===== config.mk =====
export PLATFORM = sky130hd
export DESIGN_NAME = button_click_classifier_unit
export DESIGN_NICKNAME = d
export VERILOG_FILES = /design/src/btncc_pkg.sv /design/src/button_click_classifier_unit.sv
export VERILOG_INCLUDE_DIRS = /design/src /design/src/src
export SDC_FILE = /design/constraint.sdc
export NUM_CORES = 1
export LEC_CHECK = 0
export ABC_AREA = 1
export BUFFER_PORTS_ARGS = -buffer_cell sky130_fd_sc_hd__buf_2
export CAP_MARGIN = 20
export CELL_PAD_IN_SITES_DETAIL_PLACEMENT = 0
export CELL_PAD_IN_SITES_GLOBAL_PLACEMENT = 1
export CORE_MARGIN = 3
export CORE_UTILIZATION = 45
export DETAILED_ROUTE_END_ITERATION = 7
export PLACE_DENSITY = 0.83
export SYNTH_ARGS = -nofsm -noshare
export SYNTH_HDL_FRONTEND = slang
export SYNTH_SLANG_ARGS = --single-unit

===== constraint.sdc =====
create_clock -name clk -period 7.3 [get_ports clk]
set_input_delay 1.095 -clock clk [delete_from_list [all_inputs] [get_ports clk]]
set_output_delay 1.095 -clock clk [all_outputs]
set_load 0.01 [all_outputs]

===== src/button_click_classifier_unit_assert.svh =====
// Assertion macros for the button click classifier.
// Used by button_click_classifier_unit; expects a clock named clk and a reset named rst.
`ifndef BUTTON_CLICK_CLASSIFIER_UNIT_ASSERT_SVH
`define BUTTON_CLICK_CLASSIFIER_UNIT_ASSERT_SVH

// The consequent must hold in the same cycle as the antecedent.
`define BCC_ASSERT_SAME(label, ante, cons) \
  label: assert property (@(posedge clk) disable iff (rst) (ante) |-> (cons)) \
    else $error("button click classifier check failed");

// The consequent must hold in the cycle after the antecedent.
`define BCC_ASSERT_NEXT(label, ante, cons) \
  label: assert property (@(posedge clk) disable iff (rst) (ante) |=> (cons)) \
    else $error("button click classifier check failed");

`endif


===== src/btncc_pkg.sv =====
// Package for the button click classifier: widths, event codes, register indexes
// and reset values. Depends on nothing.
package btncc_pkg;

  localparam int CNT_W = 16;
  localparam int CFG_IDX_W = 2;

  localparam logic [CNT_W-1:0] CNT_MAX = '1;

  typedef logic [CNT_W-1:0] cnt_t;

  typedef enum logic [1:0] {
    EV_NONE   = 2'd0,
    EV_SINGLE = 2'd1,
    EV_DOUBLE = 2'd2,
    EV_LONG   = 2'd3
  } event_t;

  typedef enum logic [CFG_IDX_W-1:0] {
    REG_LONG_PRESS = 2'd0,
    REG_GAP_MIN    = 2'd1,
    REG_GAP_MAX    = 2'd2,
    REG_UNUSED     = 2'd3
  } cfg_idx_t;

  localparam cnt_t LONG_PRESS_RST = 16'd500;
  localparam cnt_t GAP_MIN_RST = 16'd50;
  localparam cnt_t GAP_MAX_RST = 16'd300;

  function automatic cnt_t sat_inc(input cnt_t v);
    return (v == CNT_MAX) ? v : v + cnt_t'(1);
  endfunction

endpackage


===== src/button_click_classifier_unit.sv =====
// Top level of the button click classifier: input register, classification logic
// and result register. Depends on btncc_pkg and button_click_classifier_unit_assert.svh.
//
// Usage: each transfer on the input channel is one periodic tick carrying the
// sampled active-low button level on key_level. Every tick yields exactly one
// transfer on the output channel with click_event set to none, single, double
// or long click. The three tick-count limits are written through the cfg port;
// the user writes them only while no tick is in flight; the block does not check.
// The result passes from the input register into the result register before it
// is offered, and a stall can hold it in either. A new tick is accepted in every
// cycle while in_stall is low; each tick takes a single pass of the counter and
// compare logic between the two registers.
// Reset clears the counters, the pending flags and the valid flags of both pipeline
// registers and loads the limits with 500, 50 and 300 ticks.
// When the receiver stalls, the result register holds its value and the input
// register holds one further tick; in_stall rises once both are full.
`include "button_click_classifier_unit_assert.svh"

module button_click_classifier_unit (
  input  logic        clk,
  input  logic        rst,
  input  logic        in_valid,
  output logic        in_stall,
  input  logic        key_level,
  output logic        out_valid,
  input  logic        out_stall,
  output logic [1:0]  click_event,
  input  logic        cfg_write,
  input  logic [btncc_pkg::CFG_IDX_W-1:0] cfg_index,
  input  logic [btncc_pkg::CNT_W-1:0] cfg_data
);

  btncc_pkg::cnt_t long_press_ticks;
  btncc_pkg::cnt_t gap_min_ticks;
  btncc_pkg::cnt_t gap_max_ticks;

  btncc_pkg::cnt_t released_ticks;
  btncc_pkg::cnt_t held_ticks;
  logic            was_pressed;
  logic            event_done;

  btncc_pkg::cnt_t released_ticks_next;
  btncc_pkg::cnt_t held_ticks_next;
  logic            was_pressed_next;
  logic            event_done_next;
  btncc_pkg::event_t result_next;

  logic              in_full;
  logic              in_key;
  logic              res_valid;
  btncc_pkg::event_t res_event;

  logic advance;
  logic fire;
  logic in_take;

  assign advance = !res_valid || !out_stall;
  assign fire = in_full && advance;
  assign in_stall = in_full && !advance;
  assign in_take = in_valid && !in_stall;

  assign out_valid = res_valid;
  assign click_event = res_event;

  always_comb begin
    logic released;
    logic pressed;
    released = in_key;
    pressed = !in_key;
    released_ticks_next = released_ticks;
    held_ticks_next = held_ticks;
    was_pressed_next = was_pressed;
    event_done_next = event_done;
    result_next = btncc_pkg::EV_NONE;

    if (event_done) begin
      was_pressed_next = 1'b0;
      released_ticks_next = '0;
      held_ticks_next = '0;
      if (released) begin
        event_done_next = 1'b0;
      end
    end

    if (pressed && !event_done_next) begin
      was_pressed_next = 1'b1;
      held_ticks_next = btncc_pkg::sat_inc(held_ticks_next);
    end

    if (held_ticks_next > long_press_ticks) begin
      event_done_next = 1'b1;
      result_next = btncc_pkg::EV_LONG;
    end else begin
      if (was_pressed_next && released) begin
        released_ticks_next = btncc_pkg::sat_inc(released_ticks_next);
      end
      if (was_pressed_next && released_ticks_next > gap_min_ticks &&
          released_ticks_next < gap_max_ticks) begin
        if (pressed) begin
          event_done_next = 1'b1;
          result_next = btncc_pkg::EV_DOUBLE;
        end
      end else if (was_pressed_next && released_ticks_next > gap_max_ticks) begin
        event_done_next = 1'b1;
        result_next = btncc_pkg::EV_SINGLE;
      end
    end
  end

  always_ff @(posedge clk) begin
    if (rst) begin
      long_press_ticks <= btncc_pkg::LONG_PRESS_RST;
      gap_min_ticks <= btncc_pkg::GAP_MIN_RST;
      gap_max_ticks <= btncc_pkg::GAP_MAX_RST;
    end else if (cfg_write) begin
      unique case (btncc_pkg::cfg_idx_t'(cfg_index))
        btncc_pkg::REG_LONG_PRESS: long_press_ticks <= cfg_data;
        btncc_pkg::REG_GAP_MIN:    gap_min_ticks <= cfg_data;
        btncc_pkg::REG_GAP_MAX:    gap_max_ticks <= cfg_data;
        default: begin
        end
      endcase
    end
  end

  always_ff @(posedge clk) begin
    if (rst) begin
      in_full <= 1'b0;
      res_valid <= 1'b0;
      released_ticks <= '0;
      held_ticks <= '0;
      was_pressed <= 1'b0;
      event_done <= 1'b0;
    end else begin
      if (in_take) begin
        in_full <= 1'b1;
      end else if (fire) begin
        in_full <= 1'b0;
      end
      if (fire) begin
        res_valid <= 1'b1;
        released_ticks <= released_ticks_next;
        held_ticks <= held_ticks_next;
        was_pressed <= was_pressed_next;
        event_done <= event_done_next;
      end else if (!out_stall) begin
        res_valid <= 1'b0;
      end
    end
  end

  always_ff @(posedge clk) begin
    if (in_take) begin
      in_key <= key_level;
    end
    if (fire) begin
      res_event <= result_next;
    end
  end

  `BCC_ASSERT_SAME(a_idle_no_gap, !was_pressed, released_ticks == '0)
  `BCC_ASSERT_SAME(a_event_reported, $rose(event_done),
                   res_valid && res_event != btncc_pkg::EV_NONE)
  `BCC_ASSERT_NEXT(a_stall_needs_full, in_stall, in_full)

endmodule

==> results of run 1 <==
## per-stage QoR
step | total power (W) | hold WS [ns] | instance area [µm²] | utilization
after floorplan | 0.000811 | 0.435 | 6050 | -
after global placement | 0.000897 | 0.447 | 6260 | 0.487
after detailed placement | 0.000907 | 0.456 | 6260 | 0.487
after CTS | 0.00141 | 0.466 | 6580 | 0.511
after global routing | 0.00149 | 0.489 | 6580 | 0.511
final | 0.00140 | 0.462 | 6580 | 0.511
## worst max-delay path, stage by stage (launching register included)
cell and delay [ns]:
dfxtp_1 0.31, buf_4 0.34, inv_6 0.17, nand2_1 0.15, inv_1 0.05, ha_1 0.20
nand2_1 0.12, nor2_4 0.06, nand4_1 0.11, or2_1 0.35, nand3_1 0.12, o21ai_1 0.15
inv_1 0.07, ha_1 0.29, nand2_1 0.07, nor3_1 0.35, nand2_1 0.10, nand2_1 0.47
nand2_2 0.40, nand2_1 0.19, nand3_1 0.08, a21oi_1 0.16
## flip-flops by register name (all words and copies together) (netlist names), 2 cells and up
register,flops
long_press_ticks,16
gap_min_ticks,16
released_ticks,16
gap_max_ticks,16
held_ticks,16
click_event,2
## power breakdown
part,total [W],leakage [nW],internal [W],switching (W)
Sequential,0.000531,0.717,0.000511,0.0000204
Clock,0.000500,0.156,0.000281,0.000219
Combinational,0.000369,2.32,0.000122,0.000248
## layer usage
metal,vias to the layer above,GRT usage
li1,2959,-
met1,2662,0.300
met2,138,0.389
met3,34,0.0469
met4,0,0.0980
met5,-,0
## worst paths after layout
check / endpoint / from / slack, ns / cells past startpoint
worst max-delay path: released_ticks[7]$_SDFFE_PP0P_ / event_done$_SDFFE_PP0P_ / 2.89 / 21
worst min register to register: long_press_ticks[15]$_SDFFE_PP0P_ / long_press_ticks[15]$_SDFFE_PP0P_ / 0.46 / 2
worst max register to register: released_ticks[7]$_SDFFE_PP0P_ / event_done$_SDFFE_PP0P_ / 2.89 / 21
worst min-delay path: long_press_ticks[15]$_SDFFE_PP0P_ / long_press_ticks[15]$_SDFFE_PP0P_ / 0.46 / 2
## cells in the final DEF, fill, tap and decap left out, drive strengths merged
cell type    n
o21ai       70
nand4       14
bufinv       1
nand2      203
nor3        10
clkbuf      10
clkinv       3
o211ai      15
nand3b       1
a211oi       1
nor2        82
dfxtp       84
a41oi        1
o21a         3
nor4         1
a21oi       88
xor2        12
xnor2        3
o21bai       2
ha          50
buf         33
edfxtp       3
o2111ai      1
inv        153
a21o         1
nand3       77
or2          1
## final cells by class
type,instances,area [µm²]
Timing Repair Buffer,33,180
Clock buffer,10,239
Fill cell,1344,6300
Sequential cell,87,1770
Inverter,151,572
Clock inverter,6,73.8
Tap cell,172,215
Multi-Input combinational cell,636,3530
## cells by family after synthesis
family / share of synthesized area
AO/OA/AOI/OAI: 0.165
XOR/XNOR: 0.0217
adder cells (fa/ha/maj): 0.103
buffers and inverters: 0.125
flip-flops: 0.293
AND/OR/NAND/NOR: 0.292
==> metrics.txt, run 1 <==
port bufs=27; Clock Skew=~0.008 ns; asr flop ratio synth=0; hold_buf cts=0; die height=122 µm; Post-Syn Area=about 0.0060 mm²; Synth Area per Inst=roughly 6.7 µm²; DRC violations left=0; met3 wire len=about 800 µm; Leakage=around 3.2 nW; element type at the critical path end=flop; startpoint types=flop; final weighted congestion in routability-driven placement=0.932; Iteration-0 DRC Markers=400; pre-CTS setup slack=2.97 ns; core footprint=0.0129 mm²; synth cell count leaders=nand2_1 (196), inv_1 (147), a21oi_1 (85); Post-Synthesis Net Count=between 900 and 1000; # IOs=28; Worst Path Arrival=approximately 4.7 ns; Clock transition at path regs=~0.070 ns; Nets=approximately 990; Initial Util=0.470; hold violation total from the final report=0; max layer used=met4; initial antenna violation count=0; setup ws final=roughly 2.9 ns; Warnings, synthesis=0; top_reg_cell synth=dfxtp_1; row count=41; via-per-instance ratio=5.29; first-pass GRT wire length=roughly 27000 µm; Max clock buf depth=2; M1 wire length=approximately 7600 µm; final WL=roughly 17000 µm; layout cells sized above 1=0.0921; TNS Setup=0 ns; Crit Path Class=flop to flop; placed insts=1079; period utilization=0.604; CP Max Fanout=28; vias in the first global route=5426; Area Overhead vs Synth=8.80%; TritonCTS clock tree=built; Synth top area share=0.278; GR Overflow Total=0; minimum clock period=roughly 4.4 ns; WL/cell=between 15 and 20 µm; Ant. Diodes=0; RSZ-0062 raised after global routing=false; PostCTS Resize Cnt=0; Setup Fix Bufs, Post-CTS=0; maxcap violations=0; Final HPWL DP=12500 µm; CP required=7.58 ns; synth top area cells=dfxtp_1 (28%), nand2_1 (12%), ha_1 (10%); clock root buffer=clkbuf_16; clk_lat worst skew=between 0.3 and 0.4 ns; #FFs+latches synth=between 80 and 90; leading area contributor after synthesis=dfxtp_1; status=finished, final reports clean; fin cells=between 1000 and 1500; Sink Count=87; met2 WL=roughly 7900 µm; Synth Instances=approximately 910; Die Span X=122 µm; total number of H-tree levels=3; worst rel slew slack=0.370; number of synthesized flops with an enable pin=3; total CTS buffers=9; Antenna Nets Post-Route=0; GRT Total Usage=0.236; vias=between 5000 and 6000; # setup viols final=0; DRT Pass-1 Iters=6; Worst-Margin Slew=about 0.94 ns; Slew Limit Fails=0; fmax=~230 MHz; largest net degree at the start of global routing=59; peak supply drop=approximately 0.00017 V; most frequent cell after synthesis=nand2_1; Die Area=0.0149 mm²; Hold WC Path Type=flop to flop; Pwr per Cell Area=213 mW/mm²; share of the yosys chip area belonging to registers=0.293; Synth cell types=44
(Power assumes the default switching activity.)
==> inputs of run 2 (changes only) <==
--- a/config.mk
+++ b/config.mk
@@ -6,7 +6,7 @@
 export SDC_FILE = /design/constraint.sdc
 export NUM_CORES = 1
 export LEC_CHECK = 0
-export ABC_AREA = 1
+export ABC_AREA = 0
 export BUFFER_PORTS_ARGS = -buffer_cell sky130_fd_sc_hd__buf_2
 export CAP_MARGIN = 20
 export CELL_PAD_IN_SITES_DETAIL_PLACEMENT = 0
@@ -14,7 +14,7 @@
 export CORE_MARGIN = 3
 export CORE_UTILIZATION = 45
 export DETAILED_ROUTE_END_ITERATION = 7
-export PLACE_DENSITY = 0.83
+export PLACE_DENSITY = 0.8
 export SYNTH_ARGS = -nofsm -noshare
 export SYNTH_HDL_FRONTEND = slang
 export SYNTH_SLANG_ARGS = --single-unit
==> constraint.sdc (replaced) <==
create_clock -name clk -period 4.2 [get_ports clk]
set_input_delay 0.63 -clock clk [delete_from_list [all_inputs] [get_ports clk]]
set_output_delay 0.63 -clock clk [all_outputs]
set_load 0.01 [all_outputs]
==> run 2 against run 1 <==
  * Global-route usage decreased by 0.62 points
  * Largest power group unchanged
  * Maximum frequency is 10% higher
  * Cell count down 20%
  * Sequential cell count unchanged
  * Critical path type unchanged
==> metrics.txt, run 2 <==
status=finished, final reports clean; first-pass GRT wire length=24000 µm (-12%); clock root buffer=clkbuf_16; TritonCTS clock tree=built; GR Overflow Total=0 (unchanged); vias in the first global route=4802 (-12%); total number of H-tree levels=3 (unchanged); Initial Util=0.469 (about the same); Leakage=2.59 nW (-19%); core footprint=0.0116 mm² (-9.8%); Pwr per Cell Area=298 mW/mm² (+40%); Post-Route Utilization=0.536 (+0.0248); Die Span X=116 µm (-4.8%); layout cells sized above 1=0.160 (+0.0684); maxcap violations=0 (unchanged); asr flop ratio synth=0 (unchanged); Iteration-0 DRC Markers=307 (-23%); DRT Pass-1 Iters=4 (-2); synth top area cells=dfxtp_1 (31%), ha_1 (11%), nand2_1 (8.6%); largest net degree at the start of global routing=47 (-20%); minimum clock period=3.99 ns (-0.418 ns); peak supply drop=0.000213 V (+29%); leading area contributor after synthesis=dfxtp_1; hold violation total from the final report=0 (unchanged); fin cells=872 (-20%); port bufs=27 (unchanged); Area Overhead vs Synth=14.2%; die height=116 µm (-4.8%); most frequent cell after synthesis=nand2_1; WL/cell=16.8 µm (+8.8%); Crit Path Class=flop to flop; Final HPWL DP=10800 µm (-13%); CP required=4.44 ns (-3.14 ns); Clock Skew=0.00654 ns (-0.00147 ns); Warnings, synthesis=0 (unchanged); #FFs+latches synth=87 (unchanged); # IOs=28 (unchanged); # setup viols final=0 (unchanged); Post-Synthesis Net Count=765 (-22%); Antenna Nets Post-Route=0 (unchanged); total CTS buffers=9 (unchanged); Die Area=0.0135 mm² (-9.4%); pre-CTS setup slack=-0.0973 ns (-3.06 ns); Clock transition at path regs=0.07 ns (about the same); GRT Total Usage=0.229 (-0.00620); Slew Limit Fails=0 (unchanged); Hold WC Path Type=flop to flop; most frequent cells in the layout=nand2_1 (125), dfxtp_1 (82), a21oi_1 (68), inv_1 (58), ha_1 (49); initial antenna violation count=0 (unchanged); commonest non-fill, non-tap cell in the layout=nand2_1; share of the yosys chip area belonging to registers=0.325 (+0.0321); clk_lat worst skew=0.35 ns (about the same); Post-Syn Area=0.00545 mm² (-9.9%); element type at the critical path end=flop; vias=4887 (-16%); period utilization=0.950 (+0.346); worst rel slew slack=0.410 (+0.0402); Synth Instances=691 (-24%); row count=39 (-4.9%); startpoint types=flop; Worst-Margin Slew=0.883 ns (-0.0586 ns); DRC violations left=0 (unchanged); final weighted congestion in routability-driven placement=0.826 (-11%); Fill cells=1119 (-17%); number of synthesized flops with an enable pin=3 (unchanged); final WL=14600 µm (-13%); Synth Area per Inst=7.89 µm² (+19%); Worst Path Arrival=4.23 ns (-0.45 ns); Max clock buf depth=2 (unchanged); synth cell count leaders=nand2_1 (125), dfxtp_1 (84), a21oi_1 (69); Ant. Diodes=0 (unchanged); placed insts=848 (-21%); setup ws final=0.210 ns (-2.68 ns); Synth top area share=0.309 (+0.0305); Nets=798 (-20%); fmax=251 MHz (+10%); top_reg_cell synth=dfxtp_1; via-per-instance ratio=5.60 (+5.9%); Sink Count=87 (unchanged); Synth cell types=75 (+70%); CP Max Fanout=8 (-71%); hold_buf cts=0 (unchanged)
==> run 2: timing repair <==
action | in CTS | in global routing
setup buffers | 0 | 8
endpoints found under the setup margin | 12 | 19
pin swaps | 0 | 7
endpoints found under the hold margin | 0 | 0
resized for setup | 2 | 20
==> run 2: metal layers <==
layer	track usage	up-vias	part of all wire
li1	-	2471	-
met2	0.379	75	0.48
met5	0	-	0
met4	0.0959	0	0.030
met3	0.0475	30	0.034
met1	0.291	2311	0.46
==> run 2: worst max-delay path: stages, from the launching register on <==
cell and delay [ns]:
dfxtp_4 0.38, nor2_2 0.14, ha_2 0.22, nand3_1 0.13, buf_4 0.18, o41a_1 0.46, buf_4 0.19, nand4_1 0.15
xor2_1 0.19, nor2_2 0.09, ha_1 0.27, nand2_1 0.05, or4_1 0.49, o31a_1 0.33, a211oi_2 0.22, buf_4 0.15
a21oi_1 0.05, o21a_1 0.18
==> run 2: stage by stage <==
step	total power (W)	hold slack (ns)	area, µm²	setup TNS, ns
final	0.00186	0.457	6220	0
after floorplan	0.00102	0.436	5450	0
after CTS	0.00186	0.449	6070	0
after global placement	0.00109	0.444	5780	0
after global routing	0.00194	0.451	6220	-0.000394
after detailed placement	0.00109	0.448	5780	-1.03
==> run 2: cell families (layout without fill, tap and decap cells) <==
family                     after synthesis  count (layout)  synth area share
adders and majority gates               50              50             0.115
and+or+nand+nor                        273             273             0.253
AOI/OAI and AO/OA                      156             156             0.187
buffers and inverters                   94             132            0.0687
muxes                                    7               7            0.0129
xor gates and xnor gates                24              24            0.0386
DFF                                     87              87             0.325
==> run 2: final timing paths <==
check / from / endpoint / cells past startpoint / slack [ns]
setup / recovery: event_done$_SDFFE_PP0P_ / event_done$_SDFFE_PP0P_ / 17 / 0.21
hold / removal: long_press_ticks[15]$_SDFFE_PP0P_ / long_press_ticks[15]$_SDFFE_PP0P_ / 2 / 0.46
setup reg to reg: event_done$_SDFFE_PP0P_ / event_done$_SDFFE_PP0P_ / 17 / 0.21
hold reg to reg: long_press_ticks[15]$_SDFFE_PP0P_ / long_press_ticks[15]$_SDFFE_PP0P_ / 2 / 0.46
==> run 2: final cells by class <==
class	count	area, µm²	share of cell area
Clock buffer	11	233	0.0374
Clock inverter	5	41.3	0.00664
Timing Repair Buffer	57	370	0.0595
Tap cell	143	179	0.0288
Multi-Input combinational cell	510	3400	0.546
Inverter	59	221	0.0356
Sequential cell	87	1780	0.286
==> run 2: power by group <==
| part | switching, W | total [W] | internal, W | leakage [nW] |
|---|---|---|---|---|
| registers | 0.0000131 | 0.000868 | 0.000855 | 0.713 |
| clock network | 0.000359 | 0.000766 | 0.000407 | 0.127 |
| logic | 0.000142 | 0.000223 | 0.0000807 | 1.75 |
==> inputs of run 3 (changes only) <==
--- a/config.mk
+++ b/config.mk
@@ -15,6 +15,7 @@
 export CORE_UTILIZATION = 45
 export DETAILED_ROUTE_END_ITERATION = 7
 export PLACE_DENSITY = 0.8
+export RECOVER_POWER = 100
 export SYNTH_ARGS = -nofsm -noshare
 export SYNTH_HDL_FRONTEND = slang
 export SYNTH_SLANG_ARGS = --single-unit
==> run 3 against run 2 <==
  * Clock skew about the same
  * Sequential power about the same
  * Non-clock buffer count unchanged
  * Power decreased by 0.14%
  * Clock power about the same
  * Worst hold slack about the same
  * Largest power group unchanged
  * First-iteration DRC count decreased by 19%
  * Cell count unchanged
==> metrics.txt, run 3 (same netlist as run 2, synthesis figures left out) <==
GRT Total Usage=0.229 (unchanged); maxcap violations=0 (unchanged); final WL=14600 µm (-0.14%); Slowest cell on crit path=or4_1; via-per-instance ratio=5.59 (-0.33%); clk_lat worst skew=0.35 ns (about the same); Antenna Nets Post-Route=0 (unchanged); Final HPWL DP=10800 µm (unchanged); power share of the clock group=0.414 (about the same); total CTS buffers=9 (unchanged); DRT Pass-1 Iters=5 (+1); Internal Pwr Total=0.00134 W (-0.16%); vias=4871 (-0.33%); flop-to-flop setup slack=0.22 ns (about the same); element type at the critical path end=flop; Max clock buf depth=2 (unchanged); TritonCTS clock tree=built; final weighted congestion in routability-driven placement=0.826 (unchanged); Worst-Margin Slew=0.867 ns (-0.0165 ns); row count=39 (unchanged); die height=116 µm (unchanged); layout cells sized above 1=0.143 (-0.0178); WHS=0.457 ns (-0.0000220 ns); Hold WC Path Type=flop to flop; dpl cell area=0.00578 mm² (unchanged); Die Area=0.0135 mm² (unchanged); startpoint types=flop; Fill cells=1133 (+1.3%); status=finished, final reports clean; initial antenna violation count=0 (unchanged); Slew Limit Fails=0 (unchanged); fmax=251 MHz (+0.15%); CP cell instances=nor2_2 -> ha_2 -> nand3_1 -> buf_4 -> o41a_1 -> buf_4 -> nand4_1 -> xor2_1 -> nor2_2 -> ha_1 -> nand2_1 -> or4_1 -> o31a_1 -> a211oi_2 -> buf_4 -> a21oi_1 -> o21a_1; CP Max Fanout=8 (unchanged); Sink Count=87 (unchanged); CP required=4.45 ns (about the same); Iteration-0 DRC Markers=249 (-19%); peak supply drop=0.000213 V (about the same); Clock Skew=0.00617 ns (-0.000371 ns); Pwr per Cell Area=300 mW/mm² (+0.45%); Ant. Diodes=0 (unchanged); Clock transition at path regs=0.07 ns (about the same); Die Span X=116 µm (unchanged); fin area=0.00618 mm² (-0.58%); Sw Share=0.277 (about the same); Nets=798 (unchanged); Leakage=2.56 nW (-0.97%); commonest non-fill, non-tap cell in the layout=nand2_1; switching power=0.000514 W (about the same); clock root buffer=clkbuf_16; core footprint=0.0116 mm² (unchanged); CP dominant cell by count=buf_4; minimum clock period=3.98 ns (-0.00617 ns); Area Overhead vs Synth=13.5%; GR Overflow Total=0 (unchanged); most frequent cells in the layout=nand2_1 (125), dfxtp_1 (82), a21oi_1 (70), inv_1 (59), ha_1 (49); hold_buf cts=0 (unchanged); Crit Path Class=flop to flop; period utilization=0.948 (-0.00147); # setup viols final=0 (unchanged); Initial Util=0.469 (unchanged); port bufs=27 (unchanged); largest net degree at the start of global routing=47 (unchanged); WL/cell=16.8 µm (-0.14%); Worst Path Arrival=4.23 ns (about the same); Gate power share=0.118 (-0.002); DRC violations left=0 (unchanged); vias in the first global route=4802 (unchanged); Largest stage delay, worst path=0.49 ns (about the same); first-pass GRT wire length=24000 µm (unchanged); Sequential Power Share=0.468 (about the same); total number of H-tree levels=3 (unchanged); RSZ-0062 raised after global routing=false; hold violation total from the final report=0 (unchanged); worst rel slew slack=0.421 (+0.0110); # IOs=28 (unchanged)
run 3: worst paths after layout:
check | from | end | depth (start not counted)
worst min-delay path | long_press_ticks[15]$_SDFFE_PP0P_ | long_press_ticks[15]$_SDFFE_PP0P_ | 2
worst min register to register | long_press_ticks[15]$_SDFFE_PP0P_ | long_press_ticks[15]$_SDFFE_PP0P_ | 2
worst max register to register | event_done$_SDFFE_PP0P_ | event_done$_SDFFE_PP0P_ | 17
worst max-delay path | event_done$_SDFFE_PP0P_ | event_done$_SDFFE_PP0P_ | 17
run 3: final cells by class:
class	instances	area (µm²)	share of cell area
multi-input cells	510	3380	0.546
flip-flops and latches	87	1780	0.287
repair buffers	57	355	0.0575
clock buffers	11	233	0.0376
inverters	59	221	0.0358
well taps	143	179	0.0289
clock inverters	5	41.3	0.00668
run 3: critical path, delay by kind of cell (launching register included):
| kind | cells | cell delay (ns) |
|---|---|---|
| simple gates | 6 | 1.05 |
| flops | 1 | 0.38 |
| buf+inv | 3 | 0.52 |
| compound gates | 5 | 1.24 |
| fa+ha+maj | 2 | 0.49 |
| xor+xnor | 1 | 0.19 |
run 3: power groups by stage:
stage | Sequential, W | Combinational, W | Clock [W]
after detailed placement | 0.000887 | 0.000206 | 0
final | 0.000868 | 0.000219 | 0.000768
after CTS | 0.000868 | 0.000210 | 0.000782
after floorplan | 0.000884 | 0.000133 | 0
after global placement | 0.000887 | 0.000200 | 0
after global routing | 0.000870 | 0.000246 | 0.000821
run 3: routing by layer:
metal	vias to the layer above	part of all wire	track usage
met1	2303	0.46	0.291
met5	-	0	0
met4	0	0.029	0.0959
met3	29	0.035	0.0475
met2	70	0.48	0.379
li1	2469	-	-
run 3: repair_timing:
item                       4_1_cts  5_1_grt
pin swaps                        0        7
hold endpoints to repair         0        0
buffers inserted                 0        8
resized for setup                2       20
setup endpoints to repair       12       19
run 3: stage by stage:
step	power (W)	setup WS (ns)	TNS, ns	utilization	cells
finish	0.00185	0.217	0	0.533	872
detailed placement	0.00109	-0.0973	-1.03	0.498	848
CTS	0.00186	0.0362	0	0.523	864
global route	0.00194	0.000858	0	0.533	872
floorplan	0.00102	0.0700	0	-	691
global placement	0.00109	0.0875	0	0.498	848
